File: config.mk
export PLATFORM = sky130hd
export DESIGN_NAME = rgb_to_hsv_converter_core_flat
export DESIGN_NICKNAME = d
export VERILOG_FILES = /design/src/sv/rhc_pkg.sv /design/src/sv/rhc_if.sv /design/src/sv/rhc_sort.sv /design/src/sv/rhc_setup.sv /design/src/sv/rhc_div_stage.sv /design/src/sv/rgb_to_hsv_converter_core.sv /design/src/flat_wrapper.sv
export SDC_FILE = /design/constraint.sdc
export NUM_CORES = 2
export LEC_CHECK = 0
export ABC_AREA = 1
export BUFFER_PORTS_ARGS = -buffer_cell sky130_fd_sc_hd__buf_2
export CAP_MARGIN = 20
export CORE_MARGIN = 2
export CORE_UTILIZATION = 45
export DETAILED_ROUTE_END_ITERATION = 7
export PLACE_DENSITY = 0.68
export SKIP_LAST_GASP = 1
export SYNTH_ARGS = -nofsm -noshare
export SYNTH_HDL_FRONTEND = slang
export SYNTH_HIERARCHICAL = 1
export SYNTH_SLANG_ARGS = --single-unit
File: constraint.sdc
create_clock -name clock -period 10.1 [get_ports clock]
set_input_delay 1.515 -clock clock [delete_from_list [all_inputs] [get_ports clock]]
set_output_delay 1.515 -clock clock [all_outputs]
set_load 0.005 [all_outputs]
File: src/sv/rhc_pkg.sv
// ----------------------------------------------------------------------------
// rhc_pkg: shared types and constants for the rgb to hsv converter
// Channel widths, divider sizing and the payload structs of each stage.
// ----------------------------------------------------------------------------
`default_nettype none

package rhc_pkg;

   // channel and result widths
   localparam int CH_W  = 8;
   localparam int HUE_W = 16;
   localparam int SAT_W = 16;

   // hue resolution as a fraction of a full turn (at most HUE_W bits)
   localparam int HUE_BITS = 16;

   // hue divisor is six times the spread, below 2^11
   localparam int HUE_REM_W = CH_W + 3;
   localparam int SAT_REM_W = CH_W;

   // numerator widths: spread sum shifted up, and 65535 times spread
   localparam int HUE_NUM_W = HUE_REM_W + HUE_BITS;
   localparam int SAT_NUM_W = CH_W + SAT_W;

   // divider: DIV_K quotient bits per pipeline stage
   localparam int DIV_K      = 4;
   localparam int DIV_MAX_W  = (HUE_NUM_W > SAT_NUM_W) ? HUE_NUM_W : SAT_NUM_W;
   localparam int DIV_STAGES = (DIV_MAX_W + DIV_K - 1) / DIV_K;
   localparam int DIV_W      = DIV_STAGES * DIV_K;

   // which channel is largest, and whether red wraps past the top
   typedef enum logic [1:0] {
      SEC_RED,
      SEC_RED_WRAP,
      SEC_GREEN,
      SEC_BLUE
   } sector_type;

   typedef struct packed {
      logic [CH_W-1:0] red;
      logic [CH_W-1:0] green;
      logic [CH_W-1:0] blue;
   } pix_type;

   typedef struct packed {
      logic [CH_W-1:0] mx;
      logic [CH_W-1:0] mn;
      logic [CH_W-1:0] pos;
      logic [CH_W-1:0] neg;
      sector_type      sector;
   } sort_type;

   typedef struct packed {
      logic [CH_W-1:0]      value;
      logic                 hue_zero;
      logic                 sat_zero;
      logic [HUE_REM_W-1:0] hue_rem;
      logic [HUE_REM_W-1:0] hue_div;
      logic [DIV_W-1:0]     hue_work;
      logic [SAT_REM_W-1:0] sat_rem;
      logic [SAT_REM_W-1:0] sat_div;
      logic [DIV_W-1:0]     sat_work;
   } div_type;

endpackage

`default_nettype wire

File: src/sv/rhc_if.sv
// ----------------------------------------------------------------------------
// rhc_if: pixel and hsv stream channels
// Valid/ready channels; a beat moves when valid and ready are both high.
// ----------------------------------------------------------------------------
`default_nettype none

interface rhc_pix_if;
   logic       valid;
   logic       ready;
   logic [7:0] red;
   logic [7:0] green;
   logic [7:0] blue;

   modport source (output valid, output red, output green, output blue, input ready);
   modport sink   (input valid, input red, input green, input blue, output ready);
endinterface

interface rhc_hsv_if;
   logic        valid;
   logic        ready;
   logic [15:0] hue;
   logic [15:0] saturation;
   logic [7:0]  value;

   modport source (output valid, output hue, output saturation, output value, input ready);
   modport sink   (input valid, input hue, input saturation, input value, output ready);
endinterface

`default_nettype wire

File: src/sv/rhc_sort.sv
// ----------------------------------------------------------------------------
// rhc_sort: channel ordering stage
// Finds largest and smallest channel and picks the hue sector.
// ----------------------------------------------------------------------------
`default_nettype none

module rhc_sort (
   input  logic             clock,
   input  logic             reset,
   input  logic             up_valid,
   input  rhc_pkg::pix_type up_data,
   output logic             up_ready,
   output logic             dn_valid,
   output rhc_pkg::sort_type dn_data,
   input  logic             dn_ready
);
   import rhc_pkg::*;

   logic     valid_ff, valid_in;
   sort_type data_ff, data_in;
   sort_type sort_c;

   // largest channel, ties go red then green
   always_comb begin
      logic [CH_W-1:0] r, g, b;
      r = up_data.red;
      g = up_data.green;
      b = up_data.blue;
      sort_c.mn = (r < g) ? ((r < b) ? r : b) : ((g < b) ? g : b);
      if (r >= g && r >= b) begin
         sort_c.mx     = r;
         sort_c.pos    = g;
         sort_c.neg    = b;
         sort_c.sector = (g >= b) ? SEC_RED : SEC_RED_WRAP;
      end else if (g >= b) begin
         sort_c.mx     = g;
         sort_c.pos    = b;
         sort_c.neg    = r;
         sort_c.sector = SEC_GREEN;
      end else begin
         sort_c.mx     = b;
         sort_c.pos    = r;
         sort_c.neg    = g;
         sort_c.sector = SEC_BLUE;
      end
   end

   // stage handshake, bubbles collapse
   assign up_ready = !valid_ff || dn_ready;
   assign valid_in = up_ready ? up_valid : valid_ff;
   assign data_in  = (up_ready && up_valid) ? sort_c : data_ff;

   always_ff @(posedge clock) begin
      if (reset) begin
         valid_ff <= 1'b0;
      end else begin
         valid_ff <= valid_in;
      end
   end

   always_ff @(posedge clock) begin
      data_ff <= data_in;
   end

   assign dn_valid = valid_ff;
   assign dn_data  = data_ff;

endmodule

`default_nettype wire

File: src/sv/rhc_setup.sv
// ----------------------------------------------------------------------------
// rhc_setup: divider operand stage
// Forms spread, hue numerator and divisor, and the saturation numerator.
// ----------------------------------------------------------------------------
`default_nettype none

module rhc_setup (
   input  logic              clock,
   input  logic              reset,
   input  logic              up_valid,
   input  rhc_pkg::sort_type up_data,
   output logic              up_ready,
   output logic              dn_valid,
   output rhc_pkg::div_type  dn_data,
   input  logic              dn_ready
);
   import rhc_pkg::*;

   logic    valid_ff, valid_in;
   div_type data_ff, data_in;
   div_type setup_c;

   // operands for both dividers
   always_comb begin
      logic [CH_W-1:0]      d;
      logic [HUE_REM_W-1:0] d6, off_d, num;
      logic [SAT_NUM_W-1:0] sat_num;
      d  = up_data.mx - up_data.mn;
      d6 = {1'b0, d, 2'b00} + {2'b00, d, 1'b0};
      case (up_data.sector)
         SEC_RED:      off_d = '0;
         SEC_RED_WRAP: off_d = d6;
         SEC_GREEN:    off_d = {2'b00, d, 1'b0};
         SEC_BLUE:     off_d = {1'b0, d, 2'b00};
         default:      off_d = '0;
      endcase
      // true sum lies in 0 .. 6d-1, so modular width is exact
      num     = off_d + HUE_REM_W'(up_data.pos) - HUE_REM_W'(up_data.neg);
      sat_num = {d, {SAT_W{1'b0}}} - SAT_NUM_W'(d);

      setup_c.value    = up_data.mx;
      setup_c.hue_zero = (d == '0);
      setup_c.sat_zero = (up_data.mx == '0);
      setup_c.hue_rem  = '0;
      setup_c.hue_div  = d6;
      setup_c.hue_work = DIV_W'(num) << HUE_BITS;
      setup_c.sat_rem  = '0;
      setup_c.sat_div  = up_data.mx;
      setup_c.sat_work = DIV_W'(sat_num);
   end

   // stage handshake
   assign up_ready = !valid_ff || dn_ready;
   assign valid_in = up_ready ? up_valid : valid_ff;
   assign data_in  = (up_ready && up_valid) ? setup_c : data_ff;

   always_ff @(posedge clock) begin
      if (reset) begin
         valid_ff <= 1'b0;
      end else begin
         valid_ff <= valid_in;
      end
   end

   always_ff @(posedge clock) begin
      data_ff <= data_in;
   end

   assign dn_valid = valid_ff;
   assign dn_data  = data_ff;

endmodule

`default_nettype wire

File: src/sv/rhc_div_stage.sv
// ----------------------------------------------------------------------------
// rhc_div_stage: one slice of the restoring dividers
// Retires DIV_K quotient bits of both the hue and saturation division.
// ----------------------------------------------------------------------------
`default_nettype none

module rhc_div_stage (
   input  logic             clock,
   input  logic             reset,
   input  logic             up_valid,
   input  rhc_pkg::div_type up_data,
   output logic             up_ready,
   output logic             dn_valid,
   output rhc_pkg::div_type dn_data,
   input  logic             dn_ready
);
   import rhc_pkg::*;

   logic    valid_ff, valid_in;
   div_type data_ff, data_in;
   div_type step_c;

   // numerator shifts out the top while quotient bits shift in below
   always_comb begin
      logic [HUE_REM_W:0] hue_trial;
      logic [SAT_REM_W:0] sat_trial;
      logic               hue_bit, sat_bit;
      step_c = up_data;
      for (int k = 0; k < DIV_K; k++) begin
         hue_trial = {step_c.hue_rem, step_c.hue_work[DIV_W-1]};
         hue_bit   = (hue_trial >= {1'b0, step_c.hue_div});
         if (hue_bit) begin
            step_c.hue_rem = HUE_REM_W'(hue_trial - {1'b0, step_c.hue_div});
         end else begin
            step_c.hue_rem = hue_trial[HUE_REM_W-1:0];
         end
         step_c.hue_work = {step_c.hue_work[DIV_W-2:0], hue_bit};

         sat_trial = {step_c.sat_rem, step_c.sat_work[DIV_W-1]};
         sat_bit   = (sat_trial >= {1'b0, step_c.sat_div});
         if (sat_bit) begin
            step_c.sat_rem = SAT_REM_W'(sat_trial - {1'b0, step_c.sat_div});
         end else begin
            step_c.sat_rem = sat_trial[SAT_REM_W-1:0];
         end
         step_c.sat_work = {step_c.sat_work[DIV_W-2:0], sat_bit};
      end
   end

   // stage handshake
   assign up_ready = !valid_ff || dn_ready;
   assign valid_in = up_ready ? up_valid : valid_ff;
   assign data_in  = (up_ready && up_valid) ? step_c : data_ff;

   always_ff @(posedge clock) begin
      if (reset) begin
         valid_ff <= 1'b0;
      end else begin
         valid_ff <= valid_in;
      end
   end

   always_ff @(posedge clock) begin
      data_ff <= data_in;
   end

   assign dn_valid = valid_ff;
   assign dn_data  = data_ff;

endmodule

`default_nettype wire

File: src/sv/rgb_to_hsv_converter_core.sv
// ----------------------------------------------------------------------------
// rgb_to_hsv_converter_core: pipelined rgb to hsv pixel converter
// Converts 8-bit rgb pixels to hue, saturation and value at one per clock when rsp does not stall.
// ----------------------------------------------------------------------------
// Usage:
//   req carries one pixel per beat (red, green, blue); rsp returns one
//   hue/saturation/value beat per pixel, in order.
//   Value is the largest channel, saturation is 65535*spread/value floored,
//   hue is the wheel position as a fraction of a turn times 2^HUE_BITS.
//   An accepted pixel passes the sort, setup, divider slice and output
//   registers before rsp valid. The depth is set by the two
//   restoring dividers, which retire DIV_K quotient bits per stage.
//   Throughput is one pixel per clock, and a new pixel can enter every cycle, while rsp takes beats.
//   Each stage holds its beat while the next one is full and stalled, so a
//   stall on rsp backs up stage by stage; empty stages still take new
//   pixels, and nothing is dropped or repeated.
//   Synchronous reset empties the pipeline; no state survives a pixel.
// ----------------------------------------------------------------------------
`default_nettype none

module rgb_to_hsv_converter_core (
   input  logic      clock,
   input  logic      reset,
   rhc_pix_if.sink   req,
   rhc_hsv_if.source rsp
);
   import rhc_pkg::*;

   pix_type  pix_c;
   sort_type sort_data;
   logic     sort_valid, sort_ready;

   div_type  div_data  [DIV_STAGES+1];
   logic     div_valid [DIV_STAGES+1];
   logic     div_ready [DIV_STAGES+1];

   logic              out_valid_ff, out_valid_in;
   logic [HUE_W-1:0]  hue_ff, hue_in;
   logic [SAT_W-1:0]  sat_ff, sat_in;
   logic [CH_W-1:0]   value_ff, value_in;
   logic              out_ready;

   assign pix_c.red   = req.red;
   assign pix_c.green = req.green;
   assign pix_c.blue  = req.blue;

   // channel ordering and sector pick
   rhc_sort u_sort (
      .clock    (clock),
      .reset    (reset),
      .up_valid (req.valid),
      .up_data  (pix_c),
      .up_ready (req.ready),
      .dn_valid (sort_valid),
      .dn_data  (sort_data),
      .dn_ready (sort_ready)
   );

   // divider operands
   rhc_setup u_setup (
      .clock    (clock),
      .reset    (reset),
      .up_valid (sort_valid),
      .up_data  (sort_data),
      .up_ready (sort_ready),
      .dn_valid (div_valid[0]),
      .dn_data  (div_data[0]),
      .dn_ready (div_ready[0])
   );

   // divider slices
   for (genvar i = 0; i < DIV_STAGES; i++) begin : g_div
      rhc_div_stage u_div (
         .clock    (clock),
         .reset    (reset),
         .up_valid (div_valid[i]),
         .up_data  (div_data[i]),
         .up_ready (div_ready[i]),
         .dn_valid (div_valid[i+1]),
         .dn_data  (div_data[i+1]),
         .dn_ready (div_ready[i+1])
      );
   end

   // output register, hue of grey and saturation of black pixels forced to zero
   assign out_ready                = !out_valid_ff || rsp.ready;
   assign div_ready[DIV_STAGES]    = out_ready;
   assign out_valid_in = out_ready ? div_valid[DIV_STAGES] : out_valid_ff;

   always_comb begin
      hue_in   = hue_ff;
      sat_in   = sat_ff;
      value_in = value_ff;
      if (out_ready && div_valid[DIV_STAGES]) begin
         hue_in   = div_data[DIV_STAGES].hue_zero ? '0
                                                  : div_data[DIV_STAGES].hue_work[HUE_W-1:0];
         sat_in   = div_data[DIV_STAGES].sat_zero ? '0
                                                  : div_data[DIV_STAGES].sat_work[SAT_W-1:0];
         value_in = div_data[DIV_STAGES].value;
      end
   end

   always_ff @(posedge clock) begin
      if (reset) begin
         out_valid_ff <= 1'b0;
      end else begin
         out_valid_ff <= out_valid_in;
      end
   end

   always_ff @(posedge clock) begin
      hue_ff   <= hue_in;
      sat_ff   <= sat_in;
      value_ff <= value_in;
   end

   assign rsp.valid      = out_valid_ff;
   assign rsp.hue        = hue_ff;
   assign rsp.saturation = sat_ff;
   assign rsp.value      = value_ff;

endmodule

`default_nettype wire

File: src/flat_wrapper.sv
// flat-port wrapper written by rule: the top's interface ports become plain ports
module rgb_to_hsv_converter_core_flat import rhc_pkg::*;
  (clock, reset, req_valid, req_red, req_green, req_blue, req_ready, rsp_valid, rsp_hue, rsp_saturation, rsp_value, rsp_ready);
  rhc_pix_if req_i ();
  rhc_hsv_if rsp_i ();
  input  logic clock;
  input  logic reset;
  input wire logic [$bits(req_i.valid)-1:0] req_valid;
  input wire logic [$bits(req_i.red)-1:0] req_red;
  input wire logic [$bits(req_i.green)-1:0] req_green;
  input wire logic [$bits(req_i.blue)-1:0] req_blue;
  output wire logic [$bits(req_i.ready)-1:0] req_ready;
  output wire logic [$bits(rsp_i.valid)-1:0] rsp_valid;
  output wire logic [$bits(rsp_i.hue)-1:0] rsp_hue;
  output wire logic [$bits(rsp_i.saturation)-1:0] rsp_saturation;
  output wire logic [$bits(rsp_i.value)-1:0] rsp_value;
  input wire logic [$bits(rsp_i.ready)-1:0] rsp_ready;
  assign req_i.valid = req_valid;
  assign req_i.red = req_red;
  assign req_i.green = req_green;
  assign req_i.blue = req_blue;
  assign req_ready = req_i.ready;
  assign rsp_valid = rsp_i.valid;
  assign rsp_hue = rsp_i.hue;
  assign rsp_saturation = rsp_i.saturation;
  assign rsp_value = rsp_i.value;
  assign rsp_i.ready = rsp_ready;
  rgb_to_hsv_converter_core u_core (.clock(clock), .reset(reset), .req(req_i), .rsp(rsp_i));
endmodule
==> reports/qor.yml <==
routed_wl_microns: 139000
drt-initial-drc-count: 3502
required_ns: 10.50
grt_remaining_overflow: 0
die_height_microns: 362
fmax_mhz: 119
cp-start-kind: "flip-flop"
mostFrequentLayoutCells: "1,961 x nand2_1, 1,067 x inv_1, 672 x edfxtp_1"
mappedNetlistArea_sq_mm: 0.0577
rows: 131
start_util: 0.453
crit_arrival_ns: 8.84
clock_skew_ns: 0.0533
grt_pass1_wl_microns: 225000
drv_cap: 0
hold_violations: 0
final_common_cell: "nand2_1"
htree_levels: 3
antenna_found_initial: 2
cts_tree: "yes"
setup_viol: 0
crit_slowest_cell: "edfxtp_1"
clk-insertion-delay-late_ns: 0.66
coreArea_sq_mm: 0.127
fin_crit_ns: 8.44
crit_buf_inv: 6
cp_max_fo: 14
numCtsBuffers: 76
io_pins: 70
grt_usage: 0.209
hp-class: "reg -> reg"
slew_headroom: 0.409
rsz0062_at_grt: "no"
design.die.area_sq_mm: 0.131
cp.depth: 45
r2r_cells: 45
wl_per_cell_microns: 15.6
vias: 46051
whs_ns: 0.379
cts_sinks: 682
clock_path_buffers: 3
final_layout_size_suffix_gt1_frac: 0.0903
holdBufCountCts: 0
fin_crit_sh: 0.835
drt-pass1-iter-count: 6
ant_nets: 0
tightest_slew_ns: 0.887
avgSynthCellArea_sq_um: 8.11
cts_root_buf: "clkbuf_16"
layout.nets: 7863
grtUsageMet2: 0.358
n_antenna_cell: 0
gp_congestion: 0.945
drcViolationCount: 0
fin_tns_setup_ns: 0
grt_max_degree: 50
grt_use_met1: 0.280
top_usage_layer: "met2"
die_x_microns: 362
via_per_inst: 5.17
grt_pass1_vias: 44007
status: "finished clean"
postCtsSetupBuffers: 0
gr-usage-met3: 0.0206
synth_cells: 7110
path_clk_slew_ns: 0.06
cp_top_family: "simple AND/OR/NAND/NOR gates"
dp_hpwl_microns: 109000
cp_common_cell: "nand2_1"
syn_to_final_growth_pct: 7.43
postCtsResizedCells: 0
slowest_delay_ns: 0.54
end_kind: "flip-flop"
maxSlewViolCount: 0
hold_depth: 0
port_buffers: 69
ys_warn_count: 6
path_class: "reg -> reg"
[state kept, by name, indices dropped and copies added, names as in the netlist]
signal / flops
u_core/rsp.value: 8
u_core/u_setup/dn_valid: 1
u_core/u_setup/dn_data: 52
u_core/rsp.hue: 16
u_core/rsp.valid: 1
u_core/g_div.u_div/dn_valid: 7
u_core/u_sort/dn_data: 34
u_core/u_sort/dn_valid: 1
u_core/rsp.saturation: 16
u_core/g_div.u_div/dn_data: 546
[metrics by stage]
stage | setup slack [ns] | utilization | instances | instance area (sq um)
after global routing | 0.927 | 0.486 | 8904 | 62000
after floorplan | 2.59 | - | 7150 | 57800
after CTS | 1.76 | 0.486 | 8903 | 61900
after global placement | 1.77 | 0.466 | 8763 | 59400
after detailed placement | 1.79 | 0.466 | 8763 | 59400
final | 1.66 | 0.486 | 8904 | 62000
[layout make-up]
class                      instances  area (sq um)
sequential                       682         20400
timing repair buffer              85           478
multi-input combinational       5184         32100
clock inverter                    53           584
tap                             1662          2080
fill                           11984         65400
inverter                        1151          4330
clock buffer                      87          1970
[worst paths after layout]
| path | startpoint | end | slack, ns |
|---|---|---|---|
| worst max-delay path | u_core/g_div[1].u_div/dn_data[72] | u_core/g_div[2].u_div/dn_data[89] | 1.66 |
| worst min-delay path | u_core/g_div[4].u_div/dn_data[49] | u_core/g_div[5].u_div/dn_data[53] | 0.38 |
| worst min register to register | u_core/g_div[4].u_div/dn_data[49] | u_core/g_div[5].u_div/dn_data[53] | 0.38 |
| worst max register to register | u_core/g_div[1].u_div/dn_data[72] | u_core/g_div[2].u_div/dn_data[89] | 1.66 |
[metal layers]
metal | part of all wire | wire length, microns
met2 | 0.47 | 65700
met1 | 0.46 | 63500
met5 | 0 | 0
met4 | 0.024 | 3280
met3 | 0.044 | 6160
Power is not shown: default switching activity piles up to over one toggle a cycle in this logic, so the estimate is an artifact.
